$ cat config.mk
export PLATFORM = sky130hd
export DESIGN_NAME = can_e2e_crc8_counter_protect
export DESIGN_NICKNAME = d
export VERILOG_FILES = /design/src/hdl/cecp_pkg.sv /design/src/hdl/cecp_checksum.sv /design/src/hdl/can_e2e_crc8_counter_protect.sv
export SDC_FILE = /design/constraint.sdc
export NUM_CORES = 1
export LEC_CHECK = 0
export BUFFER_PORTS_ARGS = -buffer_cell sky130_fd_sc_hd__buf_2
export CORE_ASPECT_RATIO = 0.5
export CORE_MARGIN = 3
export CORE_UTILIZATION = 50
export DETAILED_ROUTE_END_ITERATION = 10
export PLACE_DENSITY = 0.67
export SLEW_MARGIN = 30
export SYNTH_ARGS = -nofsm -noshare
export SYNTH_HDL_FRONTEND = slang
export SYNTH_HIERARCHICAL = 1
export SYNTH_SLANG_ARGS = --single-unit
$ cat constraint.sdc
create_clock -name clk_i -period 3.9 [get_ports clk_i]
set_clock_uncertainty 0.05 [all_clocks]
set_input_delay 0.39 -clock clk_i [delete_from_list [all_inputs] [get_ports clk_i]]
set_output_delay 0.39 -clock clk_i [all_outputs]
set_load 0.005 [all_outputs]
$ cat src/hdl/cecp_pkg.sv
`timescale 1ns / 1ps
`default_nettype none
// ----------------------------------------------------------------------------
// cecp_pkg
// Types, constants and CRC helpers for the CAN end-to-end frame protector.
// ----------------------------------------------------------------------------
package cecp_pkg;

  localparam logic [7:0] CrcPoly    = 8'h2F;
  localparam logic [7:0] CrcInit    = 8'hFF;
  localparam logic [7:0] CrcXorOut  = 8'hFF;
  localparam logic [7:0] NibHiMask  = 8'hF0;

  localparam logic [10:0] IdX040 = 11'h040;
  localparam logic [10:0] IdX116 = 11'h116;
  localparam logic [10:0] IdX31E = 11'h31E;
  localparam logic [10:0] IdX32A = 11'h32A;
  localparam logic [10:0] IdX394 = 11'h394;
  localparam logic [10:0] IdX3C0 = 11'h3C0;
  localparam logic [10:0] IdX641 = 11'h641;

  localparam logic [7:0] KonstX040 = 8'h40;
  localparam logic [7:0] KonstX116 = 8'hAC;
  localparam logic [7:0] KonstX32A = 8'h29;
  localparam logic [7:0] KonstX3C0 = 8'hC3;
  localparam logic [7:0] KonstX641 = 8'h47;

  typedef struct packed {
    logic [10:0] frame_id;
    logic [7:0]  data_byte;
    logic [3:0]  seq_counter;
    logic        last_byte;
  } in_beat_t;

  typedef struct packed {
    logic [7:0] out_byte;
    logic       frame_end;
    logic       overflow;
  } out_beat_t;

  // what the checksum unit needs from a finished frame
  typedef struct packed {
    logic [7:0]  crc;
    logic [10:0] frame_id;
    logic [3:0]  seq_counter;
  } chk_src_t;

  typedef struct packed {
    logic       hit;
    logic [7:0] konst;
  } id_konst_t;

  function automatic logic [7:0] crc8_fold(input logic [7:0] crc, input logic [7:0] b);
    logic [7:0] c;
    c = crc ^ b;
    for (int k = 0; k < 8; k++) begin
      c = c[7] ? ((c << 1) ^ CrcPoly) : (c << 1);
    end
    return c;
  endfunction

  function automatic logic [7:0] konst_394(input logic [3:0] cnt);
    logic [7:0] r;
    case (cnt)
      4'd0:  r = 8'h47;
      4'd1:  r = 8'h94;
      4'd2:  r = 8'h92;
      4'd3:  r = 8'h6A;
      4'd4:  r = 8'h67;
      4'd5:  r = 8'hB5;
      4'd6:  r = 8'h0D;
      4'd7:  r = 8'h38;
      4'd8:  r = 8'hE3;
      4'd9:  r = 8'h8A;
      4'd10: r = 8'h5D;
      4'd11: r = 8'hB4;
      4'd12: r = 8'h54;
      4'd13: r = 8'hAB;
      4'd14: r = 8'hAE;
      default: r = 8'h27;
    endcase
    return r;
  endfunction

  function automatic logic [7:0] konst_31e(input logic [3:0] cnt);
    logic [7:0] r;
    case (cnt)
      4'd0:  r = 8'h78;
      4'd1:  r = 8'h68;
      4'd2:  r = 8'h3A;
      4'd3:  r = 8'h31;
      4'd4:  r = 8'h16;
      4'd5:  r = 8'h08;
      4'd6:  r = 8'h4F;
      4'd7:  r = 8'hDE;
      4'd8:  r = 8'hF7;
      4'd9:  r = 8'h35;
      4'd10: r = 8'h19;
      4'd11: r = 8'hE6;
      4'd12: r = 8'h28;
      4'd13: r = 8'h2F;
      4'd14: r = 8'h59;
      default: r = 8'h82;
    endcase
    return r;
  endfunction

  function automatic id_konst_t id_konst(input logic [10:0] id, input logic [3:0] cnt);
    id_konst_t r;
    r.hit   = 1'b1;
    r.konst = '0;
    unique case (id)
      IdX040: r.konst = KonstX040;
      IdX116: r.konst = KonstX116;
      IdX31E: r.konst = konst_31e(cnt);
      IdX32A: r.konst = KonstX32A;
      IdX394: r.konst = konst_394(cnt);
      IdX3C0: r.konst = KonstX3C0;
      IdX641: r.konst = KonstX641;
      default: r.hit  = 1'b0;
    endcase
    return r;
  endfunction

endpackage
`default_nettype wire

$ cat src/hdl/cecp_checksum.sv
`timescale 1ns / 1ps
`default_nettype none
// ----------------------------------------------------------------------------
// cecp_checksum
// Folds the per-identifier data constant, for identifiers in the table, into
// a frame's running CRC and applies the final inversion.
// ----------------------------------------------------------------------------
module cecp_checksum (
  input  var cecp_pkg::chk_src_t src_i,
  output logic [7:0]            checksum_o
);

  cecp_pkg::id_konst_t ik;
  logic [7:0]          crc_k;

  always_comb begin
    ik    = cecp_pkg::id_konst(src_i.frame_id, src_i.seq_counter);
    crc_k = ik.hit ? cecp_pkg::crc8_fold(src_i.crc, ik.konst) : src_i.crc;
  end

  assign checksum_o = crc_k ^ cecp_pkg::CrcXorOut;

endmodule
`default_nettype wire

$ cat src/hdl/can_e2e_crc8_counter_protect.sv
`timescale 1ns / 1ps
`default_nettype none
// ----------------------------------------------------------------------------
// can_e2e_crc8_counter_protect
// Buffers a CAN payload byte by byte, inserts the alive counter, computes
// the CRC8 checksum, emits the protected frame (byte 0 replaced if >1 byte).
// ----------------------------------------------------------------------------
// throughput: one input beat and one output beat per cycle unless stalled;
//   the frame buffer holds two banks, so a frame fills while the previous
//   one drains, and a final beat waits until the previous frame's last
//   byte is read; the final beat registers the frame descriptor, then each
//   byte passes the read register and the output register in turn
// reset: asynchronous, clears control state; buffer and data regs not reset
module can_e2e_crc8_counter_protect #(
  parameter int unsigned MAX_BYTES = 8
) (
  input  wire                   clk_i,
  input  wire                   rst_ni,
  input  wire                   in_valid_i,
  output logic                  in_stall_o,
  input  var cecp_pkg::in_beat_t in_data_i,
  output logic                  out_valid_o,
  input  wire                   out_stall_i,
  output cecp_pkg::out_beat_t   out_data_o
);

  localparam int unsigned AW    = $clog2(MAX_BYTES);
  localparam int unsigned PW    = $clog2(MAX_BYTES + 1);
  localparam int unsigned Depth = 2 ** (AW + 1);

  localparam logic [PW-1:0] MaxPos = PW'(MAX_BYTES);
  localparam logic [PW-1:0] OnePos = PW'(1);
  localparam logic [PW-1:0] TwoPos = PW'(2);

  // ---------------- write side ----------------
  logic [PW-1:0] pos_q, pos_d;
  logic [7:0]    crc_q, crc_d;
  logic [10:0]   id_q, id_d;
  logic [3:0]    cnt_q, cnt_d;
  logic          ovf_q, ovf_d;
  logic          wbank_q;

  logic          in_acc, pos_full, mem_we;
  logic [7:0]    byte_w;
  logic [AW:0]   waddr;

  // pending frame descriptor
  logic               desc_v_q;
  logic               desc_bank_q;
  logic [PW-1:0]      desc_n_q;
  logic               desc_ovf_q;
  cecp_pkg::chk_src_t desc_src_q;
  cecp_pkg::chk_src_t src_d;

  assign in_acc     = in_valid_i && !in_stall_o;
  assign pos_full   = (pos_q == MaxPos);
  assign mem_we     = in_acc && !pos_full;
  assign waddr      = {wbank_q, pos_q[AW-1:0]};

  always_comb begin
    byte_w = in_data_i.data_byte;
    if (pos_q == OnePos) begin
      byte_w = (in_data_i.data_byte & cecp_pkg::NibHiMask) | {4'b0000, cnt_q};
    end
    id_d  = (pos_q == '0) ? in_data_i.frame_id : id_q;
    cnt_d = (pos_q == '0) ? in_data_i.seq_counter : cnt_q;
    crc_d = (pos_q != '0 && !pos_full) ? cecp_pkg::crc8_fold(crc_q, byte_w) : crc_q;
    pos_d = pos_full ? pos_q : pos_q + OnePos;
    ovf_d = ovf_q | pos_full;
    src_d.crc         = crc_d;
    src_d.frame_id    = id_d;
    src_d.seq_counter = cnt_d;
  end

  always_ff @(posedge clk_i or negedge rst_ni) begin
    if (!rst_ni) begin
      pos_q   <= '0;
      crc_q   <= cecp_pkg::CrcInit;
      id_q    <= '0;
      cnt_q   <= '0;
      ovf_q   <= 1'b0;
      wbank_q <= 1'b0;
    end else if (in_acc) begin
      if (in_data_i.last_byte) begin
        pos_q   <= '0;
        crc_q   <= cecp_pkg::CrcInit;
        id_q    <= '0;
        cnt_q   <= '0;
        ovf_q   <= 1'b0;
        wbank_q <= !wbank_q;
      end else begin
        pos_q <= pos_d;
        crc_q <= crc_d;
        id_q  <= id_d;
        cnt_q <= cnt_d;
        ovf_q <= ovf_d;
      end
    end
  end

  // ---------------- read side ----------------
  logic [AW-1:0] rd_idx_q;
  logic [AW:0]   raddr;
  logic          out_ld, s1_adv, issue, rd_last;
  logic [7:0]    checksum;
  logic [7:0]    rd_data_q;
  logic          s1_v_q;
  logic          s1_sub_v_q;
  logic [7:0]    s1_sub_q;
  logic          s1_end_q;
  logic          s1_ovf_q;
  logic          out_valid_q;
  cecp_pkg::out_beat_t out_data_q;

  logic [7:0] mem [Depth];

  cecp_checksum u_checksum (
    .src_i      (desc_src_q),
    .checksum_o (checksum)
  );

  assign out_ld  = !out_valid_q || !out_stall_i;
  assign s1_adv  = s1_v_q && out_ld;
  assign issue   = desc_v_q && (!s1_v_q || s1_adv);
  assign rd_last = ((PW'(rd_idx_q) + OnePos) == desc_n_q);
  assign raddr   = {desc_bank_q, rd_idx_q};

  // a final beat may enter as the pending frame's last byte is read
  assign in_stall_o = desc_v_q && !(issue && rd_last) && in_data_i.last_byte;

  always_ff @(posedge clk_i) begin
    if (mem_we) begin
      mem[waddr] <= byte_w;
    end
    if (issue) begin
      rd_data_q <= mem[raddr];
    end
  end

  always_ff @(posedge clk_i or negedge rst_ni) begin
    if (!rst_ni) begin
      desc_v_q <= 1'b0;
      rd_idx_q <= '0;
      s1_v_q   <= 1'b0;
    end else begin
      if (in_acc && in_data_i.last_byte) begin
        desc_v_q <= 1'b1;
      end else if (issue && rd_last) begin
        desc_v_q <= 1'b0;
      end
      if (issue) begin
        rd_idx_q <= rd_last ? '0 : rd_idx_q + AW'(1);
        s1_v_q   <= 1'b1;
      end else if (s1_adv) begin
        s1_v_q <= 1'b0;
      end
    end
  end

  always_ff @(posedge clk_i) begin
    if (in_acc && in_data_i.last_byte) begin
      desc_bank_q <= wbank_q;
      desc_n_q    <= pos_d;
      desc_ovf_q  <= ovf_d;
      desc_src_q  <= src_d;
    end
    if (issue) begin
      // byte 0 carries the checksum once the frame has at least two bytes
      s1_sub_v_q <= (rd_idx_q == '0) && (desc_n_q >= TwoPos);
      s1_sub_q   <= checksum;
      s1_end_q   <= rd_last;
      s1_ovf_q   <= desc_ovf_q;
    end
    if (out_ld && s1_v_q) begin
      out_data_q.out_byte  <= s1_sub_v_q ? s1_sub_q : rd_data_q;
      out_data_q.frame_end <= s1_end_q;
      out_data_q.overflow  <= s1_ovf_q;
    end
  end

  always_ff @(posedge clk_i or negedge rst_ni) begin
    if (!rst_ni) begin
      out_valid_q <= 1'b0;
    end else if (out_ld) begin
      out_valid_q <= s1_v_q;
    end
  end

  assign out_valid_o = out_valid_q;
  assign out_data_o  = out_data_q;

  // the bank being drained is never overwritten
  a_bank_split: assert property (@(posedge clk_i) disable iff (!rst_ni)
    (mem_we && desc_v_q) |-> (waddr[AW] != desc_bank_q))
    else $error("write hit the bank being read");

  a_rd_idx_range: assert property (@(posedge clk_i) disable iff (!rst_ni)
    desc_v_q |-> (PW'(rd_idx_q) < desc_n_q))
    else $error("read index beyond frame length");

  a_pos_range: assert property (@(posedge clk_i) disable iff (!rst_ni)
    pos_q <= MaxPos)
    else $error("byte position beyond buffer");

  a_s1_hold: assert property (@(posedge clk_i) disable iff (!rst_ni)
    (s1_v_q && !out_ld) |=> $stable(rd_data_q))
    else $error("read data lost while output stalled");

endmodule
`default_nettype wire
; After elaboration in Yosys (flattened, before gate mapping)
; Memories as Yosys holds them, arrays and structs flattened. A register that Yosys moved wholly into a read port is not among the register bits.
; Cells that the tools add are included.
[word_totals]
ff_bits = 85
mem_bits_rw = 128
mem_bits_ro = 256
in_bits = 28
mem_count = 3
[memory_table]
columns = memory, depth, word_bits, rd, rd_ports_with_merged_regs, write_ports, line_no
row1 = (no name shown), 16, 8, 1, 1, 0, cecp_pkg.sv:87  ; case (cnt)
row2 = (no name shown), 16, 8, 1, 1, 0, cecp_pkg.sv:64  ; case (cnt)
row3 = mem, 16, 8, 1, 1, 1, can_e2e_crc8_counter_protect.sv:115  ; logic [7:0] mem [Depth];
[classes]
n_addsub = 3
order_cmp = 1
n_eq_ne = 10
muxes = 39
bitwise_logic = 21
reduce_logical = 26
[op_table]
columns = op, n
row1 = $mux W6, 16
row2 = $not A5 Y5, 16
row3 = $pmux W8 S7, 1
row4 = $eq A11 B10 Y1 const B, 4
row5 = $mux W8, 5
row6 = $mux W4, 6
row7 = $mux W11, 2
row8 = $xor A8 B8 Y8, 2
row9 = $eq A11 B11 Y1 const B, 1
row10 = $eq A11 B7 Y1 const B, 1
row11 = $eq A11 B9 Y1 const B, 1
row12 = $logic_and A1 B1 Y1, 10
row13 = $mux W1, 8
row14 = $not A8 Y8, 1
row15 = $or A8 B4 Y8, 1
row16 = $logic_not A1 Y1, 7
row17 = $reduce_or A7 Y1, 1
row18 = $add A3 B1 Y4 const B, 1
row19 = $add A4 B1 Y4 const B, 1
row20 = $eq A4 B1 Y1 const B, 1
row21 = $eq A4 B4 Y1, 1
row22 = $eq A4 B4 Y1 const B, 1
row23 = $ge A4 B2 Y1 const B, 1
row24 = $logic_not A4 Y1, 1
row25 = other kinds (8), 10

; Logic depth before layout (Yosys ltp)
[logic_depth]
word_depth = 21
depth_mapped = 12
depth_no_buf = 10

; Cells and area by module
; Netlist, hierarchy kept.
[modules_own_cells]
columns = mod, n_inst, cells_each, area_each_um2
row1 = can_e2e_crc8_counter_protect, 1, 537, 9106.2
row2 = cecp_checksum, 1, 155, 1255.0

; Worst setup path after synthesis
; Ideal clock, no wire load.
[synth_path]
kind = register -> register
from = register rd_idx_q[1]
to = register desc_bank_q, enable pin
arrival_ns = 2.921
setup_slack_ns = 0.538
stages_incl_launch_ff = 11
synth_period_minus_slack_ns = 3.362
path_cell_list = dfrtp_1 buf_1 clkbuf_1 inv_1 ha_1 xor2_1 nor2_1 a31oi_1 nor2b_1 buf_2 and2_1
[synth_between]
elab_chain_cells = 9
[synth_rtl]
columns = element, line_no
row1 = "start, declared", can_e2e_crc8_counter_protect.sv:102  ; logic [AW-1:0] rd_idx_q;
row2 = "start signal, assigned", can_e2e_crc8_counter_protect.sv:152  ; rd_idx_q <= rd_last ? '0 : rd_idx_q + AW'(1);
row3 = $add A3 B1 Y4, can_e2e_crc8_counter_protect.sv:125  ; assign rd_last = ((PW'(rd_idx_q) + OnePos) == desc_n_q);
row4 = $eq A4 B4 Y1, can_e2e_crc8_counter_protect.sv:125
row5 = $logic_and A1 B1 Y1, can_e2e_crc8_counter_protect.sv:129  ; assign in_stall_o = desc_v_q && !(issue && rd_last) && in_data_i.last_byte;
row6 = $logic_not A1 Y1, can_e2e_crc8_counter_protect.sv:129
row7 = $logic_and A1 B1 Y1 (2 in series), can_e2e_crc8_counter_protect.sv:129
row8 = net in_stall_o, can_e2e_crc8_counter_protect.sv:20  ; output logic in_stall_o,
row9 = $logic_not A1 Y1, can_e2e_crc8_counter_protect.sv:55  ; assign in_acc = in_valid_i && !in_stall_o;
row10 = $logic_and A1 B1 Y1, can_e2e_crc8_counter_protect.sv:55
row11 = $logic_and A1 B1 Y1, can_e2e_crc8_counter_protect.sv:161  ; if (in_acc && in_data_i.last_byte) begin
row12 = "end signal, assigned", can_e2e_crc8_counter_protect.sv:162  ; desc_bank_q <= wbank_q;
row13 = "end, declared", can_e2e_crc8_counter_protect.sv:49  ; logic desc_bank_q;
; The timed path passes the listed nets, and every way through them passes these cells.
; A chain may end at the register's enable or synchronous reset.

==> results_tabular.tex <==
\begin{tabular}{lr}
\hline
Metric & Value \\
\hline
\multicolumn{2}{l}{\textbf{Run status}} \\
\quad Run status & finished, final reports clean \\
\multicolumn{2}{l}{\textbf{Hold path}} \\
\quad Hold endpoint & out\_valid\_o \\
\quad Hold/Removal Path Class & input port to register \\
\quad Worst hold path stage count & 2 \\
\quad Start point of the worst min-delay path & out\_stall\_i \\
\multicolumn{2}{l}{\textbf{Route}} \\
\quad DR DRC count & 0 \\
\quad Number of nets still failing antenna checks after routing & 0 \\
\quad Count of TritonRoute iterations in the first routing pass & 5 \\
\quad Final wirelength & 21780 microns \\
\quad Via-to-Cell Ratio & 5.839 \\
\quad Via count & 5979 \\
\quad Wire per inst & 21.27 microns \\
\quad First-iteration detailed-routing DRC count & 673 \\
\multicolumn{2}{l}{\textbf{Yosys}} \\
\quad Post-synth net total & 734 \\
\quad Number of synthesized flops with an enable pin & 186 \\
\quad Netlist cell types & 67 \\
\quad Primary flip-flop cell chosen by synthesis mapping & sky130\_fd\_sc\_hd\_\_edfxtp\_1 \\
\quad Leading post-synthesis cells by instance count & 186 x sky130\_fd\_sc\_hd\_\_edfxtp\_1, 41 x sky130\_fd\_sc\_hd\_\_mux2i\_1, 36 x sky130\_fd\_sc\_hd\_\_mux2\_2 \\
\quad Synth Warn \# & 6 \\
\quad Instance count of the mapped netlist & 692 \\
\quad Cell type with the highest aggregate area in the netlist & sky130\_fd\_sc\_hd\_\_edfxtp\_1 \\
\quad Most used standard cell by instance count after synthesis & sky130\_fd\_sc\_hd\_\_edfxtp\_1 \\
\quad Register area share after synthesis & 62.46\% \\
\quad Post-synthesis area per instance & 14.97 sq um \\
\quad Area share of the largest cell type after synthesis & 53.91\% \\
\quad Largest cells by area after synthesis & sky130\_fd\_sc\_hd\_\_edfxtp\_1 54\%, sky130\_fd\_sc\_hd\_\_dfrtp\_1 6.5\%, sky130\_fd\_sc\_hd\_\_mux2i\_1 4.0\%, sky130\_fd\_sc\_hd\_\_mux2\_2 3.9\%, sky130\_fd\_sc\_hd\_\_mux4\_2 3.7\% \\
\quad Syn Std Cell Area & 0.01036 sq mm \\
\quad Post-synthesis register bit count & 221 \\
\quad FFs w/ async S/R, synth & 15.84\% \\
\multicolumn{2}{l}{\textbf{Die}} \\
\quad Initial Util & 52.04\% \\
\quad Number of rows in the core area & 36 \\
\quad Vertical die dimension & 107.8 microns \\
\quad Number of I/O pins & 40 \\
\quad Die X-Extent & 209.6 microns \\
\quad Area of the placeable core & 0.01991 sq mm \\
\quad Die footprint & 0.02259 sq mm \\
\multicolumn{2}{l}{\textbf{GRT}} \\
\quad Congestion Overflow GR & 0 \\
\quad Antenna violations before repair & 2 \\
\quad Number of global-route vias before repair & 5821 \\
\quad First-pass GRT wire length & 33880 microns \\
\quad Maximum number of pins on one net before global-route repair & 36 \\
\quad Overall track demand over capacity in global routing & 19.54\% \\
\multicolumn{2}{l}{\textbf{Placement}} \\
\quad Setup slack after placement & 0.3308 ns \\
\quad Routability cong. & 0.8549 \\
\quad Count of port buffers added during placement & 39 \\
\quad Half-perimeter wire length of the detailed placement result & 14700 microns \\
\multicolumn{2}{l}{\textbf{Timing}} \\
\quad Fin crit share & 91.58\% \\
\quad FMAX & 280.0 MHz \\
\quad Final Max Slew Viols & 0 \\
\quad Post-route worst setup slack & 0.3284 ns \\
\quad Post-Route Setup TNS & 0 ns \\
\quad Relative slew margins & 43.49\% \\
\quad Transition at the pin with the smallest max-transition slack & 0.8476 ns \\
\quad \# setup viols final & 0 \\
\quad Setup repair after global routing missed its margin & no \\
\quad Final hold vios & 0 \\
\quad WHS & 0.07833 ns \\
\quad Min cycle time layout & 3.572 ns \\
\multicolumn{2}{l}{\textbf{Cells and area}} \\
\quad Fin util & 58.18\% \\
\quad Layout cell share with drive strength beyond 1 & 22.43\% \\
\quad Number of nets in the layout & 785 \\
\quad Antenna diode count & 0 \\
\quad Layout Area Growth over Synthesis & 11.80\% \\
\quad Layout filler cell count & 1542 \\
\multicolumn{2}{l}{\textbf{Run}} \\
\quad Reported max-cap violation count & 0 \\
\multicolumn{2}{l}{\textbf{CTS}} \\
\quad CTS Sinks & 221 \\
\quad H-tree depth reported by CTS & 1 \\
\quad Root buf cell & sky130\_fd\_sc\_hd\_\_clkbuf\_16 \\
\quad Clock edge transition at the registers on the reported setup and hold paths & 0.06 ns \\
\quad Clock Latency Late Sink & 0.51 ns \\
\quad Number of CTS-inserted buffers & 21 \\
\quad Buffers from clock root to sink, at most & 3 \\
\quad Cells resized by post-CTS repair & 0 \\
\quad Clock tree from TritonCTS & yes \\
\multicolumn{2}{l}{\textbf{Setup path}} \\
\quad Worst reg2reg setup slack & 0.33 ns \\
\quad Arrival time of the worst setup path & 3.77 ns \\
\quad R2R Path End & s1\_sub\_q[1] \\
\quad Critical Path Start & desc\_src\_q[0] \\
\quad Required time of the worst setup path & 4.10 ns \\
\quad Reg2reg start & desc\_src\_q[0] \\
\quad Category of the worst setup path launch point & register \\
\quad Register-to-Register Path Depth & 10 \\
\quad Critical path start-end classification & register to register \\
\quad Crit path max fanout & 9 \\
\quad CP endpoint kind & register \\
\multicolumn{2}{l}{\textbf{Power and ir drop}} \\
\quad Pwr per Cell Area & 795.0 mW/mm\^{}2 \\
\quad Leakage & 4.318 nW \\
\quad Peak ir drop on the vdd network & 356.0 uV \\
\hline
\end{tabular}
power by group:
part | switching, mW | total, mW | internal (mW) | leakage (nW)
Sequential | 0.307 | 3.60 | 3.29 | 2.13
Combinational | 1.90 | 3.55 | 1.65 | 1.85
Clock | 0.858 | 2.05 | 1.20 | 0.334
Total | 3.07 | 9.21 | 6.14 | 4.32
per-stage QoR:
stage	instance area (sq um)	total power [mW]	instances
6_report	11580	9.209	1024
5_1_grt	11580	9.696	1024
4_1_cts	11580	9.258	1024
3_5_place_dp	10890	7.192	985
3_3_place_gp	10890	7.152	985
2_1_floorplan	10360	6.235	692
final cells by class:
cell class / count / area, sq um / area share (%)
clock inverters: 12 / 138.9 / 1.199
multi-input cells: 420 / 3669 / 31.67
clock buffers: 26 / 544.3 / 4.699
well taps: 266 / 332.8 / 2.873
repair buffers: 60 / 355.3 / 3.068
inverters: 19 / 71.32 / 0.6157
flip-flops and latches: 221 / 6472 / 55.88
critical path, cell delays in order, from the launching register on:
cell and delay (ns):
sky130_fd_sc_hd__edfxtp_1 0.51, sky130_fd_sc_hd__inv_1 0.19, sky130_fd_sc_hd__ha_1 0.40, sky130_fd_sc_hd__nand2b_1 0.22
sky130_fd_sc_hd__o21ai_0 0.21, sky130_fd_sc_hd__a21oi_1 0.09, sky130_fd_sc_hd__o32ai_1 0.41, sky130_fd_sc_hd__xnor3_1 0.54
sky130_fd_sc_hd__xnor3_2 0.43, sky130_fd_sc_hd__xnor2_1 0.17, sky130_fd_sc_hd__mux2i_1 0.08
layer usage:
layer | track usage [%] | vias to the layer above | share of wire [%]
li1 | - | 2761 | -
met1 | 28.85 | 3025 | 46
met2 | 31.08 | 167 | 47
met3 | 2.999 | 26 | 5.3
met4 | 4.105 | 0 | 1.7
met5 | 0 | - | 0
flip-flops by register name, indices dropped and copies added, names as in the netlist, 3 cells and up:
register and count:
mem 128, desc_src_q 23, id_q 11, out_data_o 10, crc_q 8, rd_data_q 8
s1_sub_q 8, cnt_q 4, desc_n_q 4, pos_q 4, rd_idx_q 3
logic make-up (layout without fill, tap and decap cells):
| group | count (synthesis) | in the layout | synth area share, % |
|---|---|---|---|
| XOR/XNOR | 61 | 61 | 6.956 |
| multiplexers | 94 | 94 | 11.57 |
| AO/OA/AOI/OAI | 120 | 120 | 8.272 |
| flip-flops | 221 | 221 | 62.46 |
| AND/OR/NAND/NOR | 131 | 131 | 6.799 |
| adder cells (fa/ha/maj) | 14 | 14 | 1.691 |
| buffers and inverters | 51 | 117 | 2.258 |
worst max path at each step:
stage                        endpoint  depth (start not counted)
after floorplan           desc_bank_q                         10
after global placement    s1_sub_q[1]                         10
after detailed placement  s1_sub_q[1]                         10
after CTS                 s1_sub_q[1]                         10
after global routing      s1_sub_q[1]                         10
final                     s1_sub_q[1]                         10
cell usage in the layout (no fill, tap or decap), types with 3 or more instances in the layout:
| cell type | instances |
|---|---|
| sky130_fd_sc_hd__nor2_1 | 31 |
| sky130_fd_sc_hd__buf_2 | 39 |
| sky130_fd_sc_hd__dfrtp_1 | 26 |
| sky130_fd_sc_hd__and2_1 | 5 |
| sky130_fd_sc_hd__xnor2_2 | 4 |
| sky130_fd_sc_hd__mux4_2 | 17 |
| sky130_fd_sc_hd__a22o_1 | 18 |
| sky130_fd_sc_hd__clkbuf_1 | 5 |
| sky130_fd_sc_hd__a21oi_1 | 19 |
| sky130_fd_sc_hd__a221oi_1 | 10 |
| sky130_fd_sc_hd__clkbuf_16 | 21 |
| sky130_fd_sc_hd__nand3_1 | 9 |
| sky130_fd_sc_hd__xor3_1 | 3 |
| sky130_fd_sc_hd__mux2i_1 | 41 |
| sky130_fd_sc_hd__nor2b_1 | 6 |
| sky130_fd_sc_hd__nand2_1 | 34 |
| sky130_fd_sc_hd__and3_1 | 10 |
| sky130_fd_sc_hd__a2bb2oi_1 | 3 |
| sky130_fd_sc_hd__a31oi_1 | 3 |
| sky130_fd_sc_hd__xnor3_1 | 7 |
| sky130_fd_sc_hd__clkinv_2 | 5 |
| sky130_fd_sc_hd__inv_1 | 19 |
| sky130_fd_sc_hd__dfstp_2 | 8 |
| sky130_fd_sc_hd__bufinv_16 | 3 |
| sky130_fd_sc_hd__nor3_1 | 6 |
| sky130_fd_sc_hd__ha_1 | 14 |
| sky130_fd_sc_hd__o21ai_0 | 32 |
| sky130_fd_sc_hd__a22oi_1 | 8 |
| sky130_fd_sc_hd__nor3b_1 | 5 |
| sky130_fd_sc_hd__nand2b_1 | 8 |
| sky130_fd_sc_hd__buf_4 | 20 |
| sky130_fd_sc_hd__edfxtp_1 | 186 |
| sky130_fd_sc_hd__xor2_1 | 12 |
| sky130_fd_sc_hd__mux2_2 | 36 |
| sky130_fd_sc_hd__xnor2_1 | 34 |
what timing repair did:
item,4_1_cts,5_1_grt
hold buffers,1,0
buffers inserted,0,0
setup endpoints to repair,0,0
endpoints found under the hold margin,27,0
Note: power is estimated with default switching activity, not from simulation.
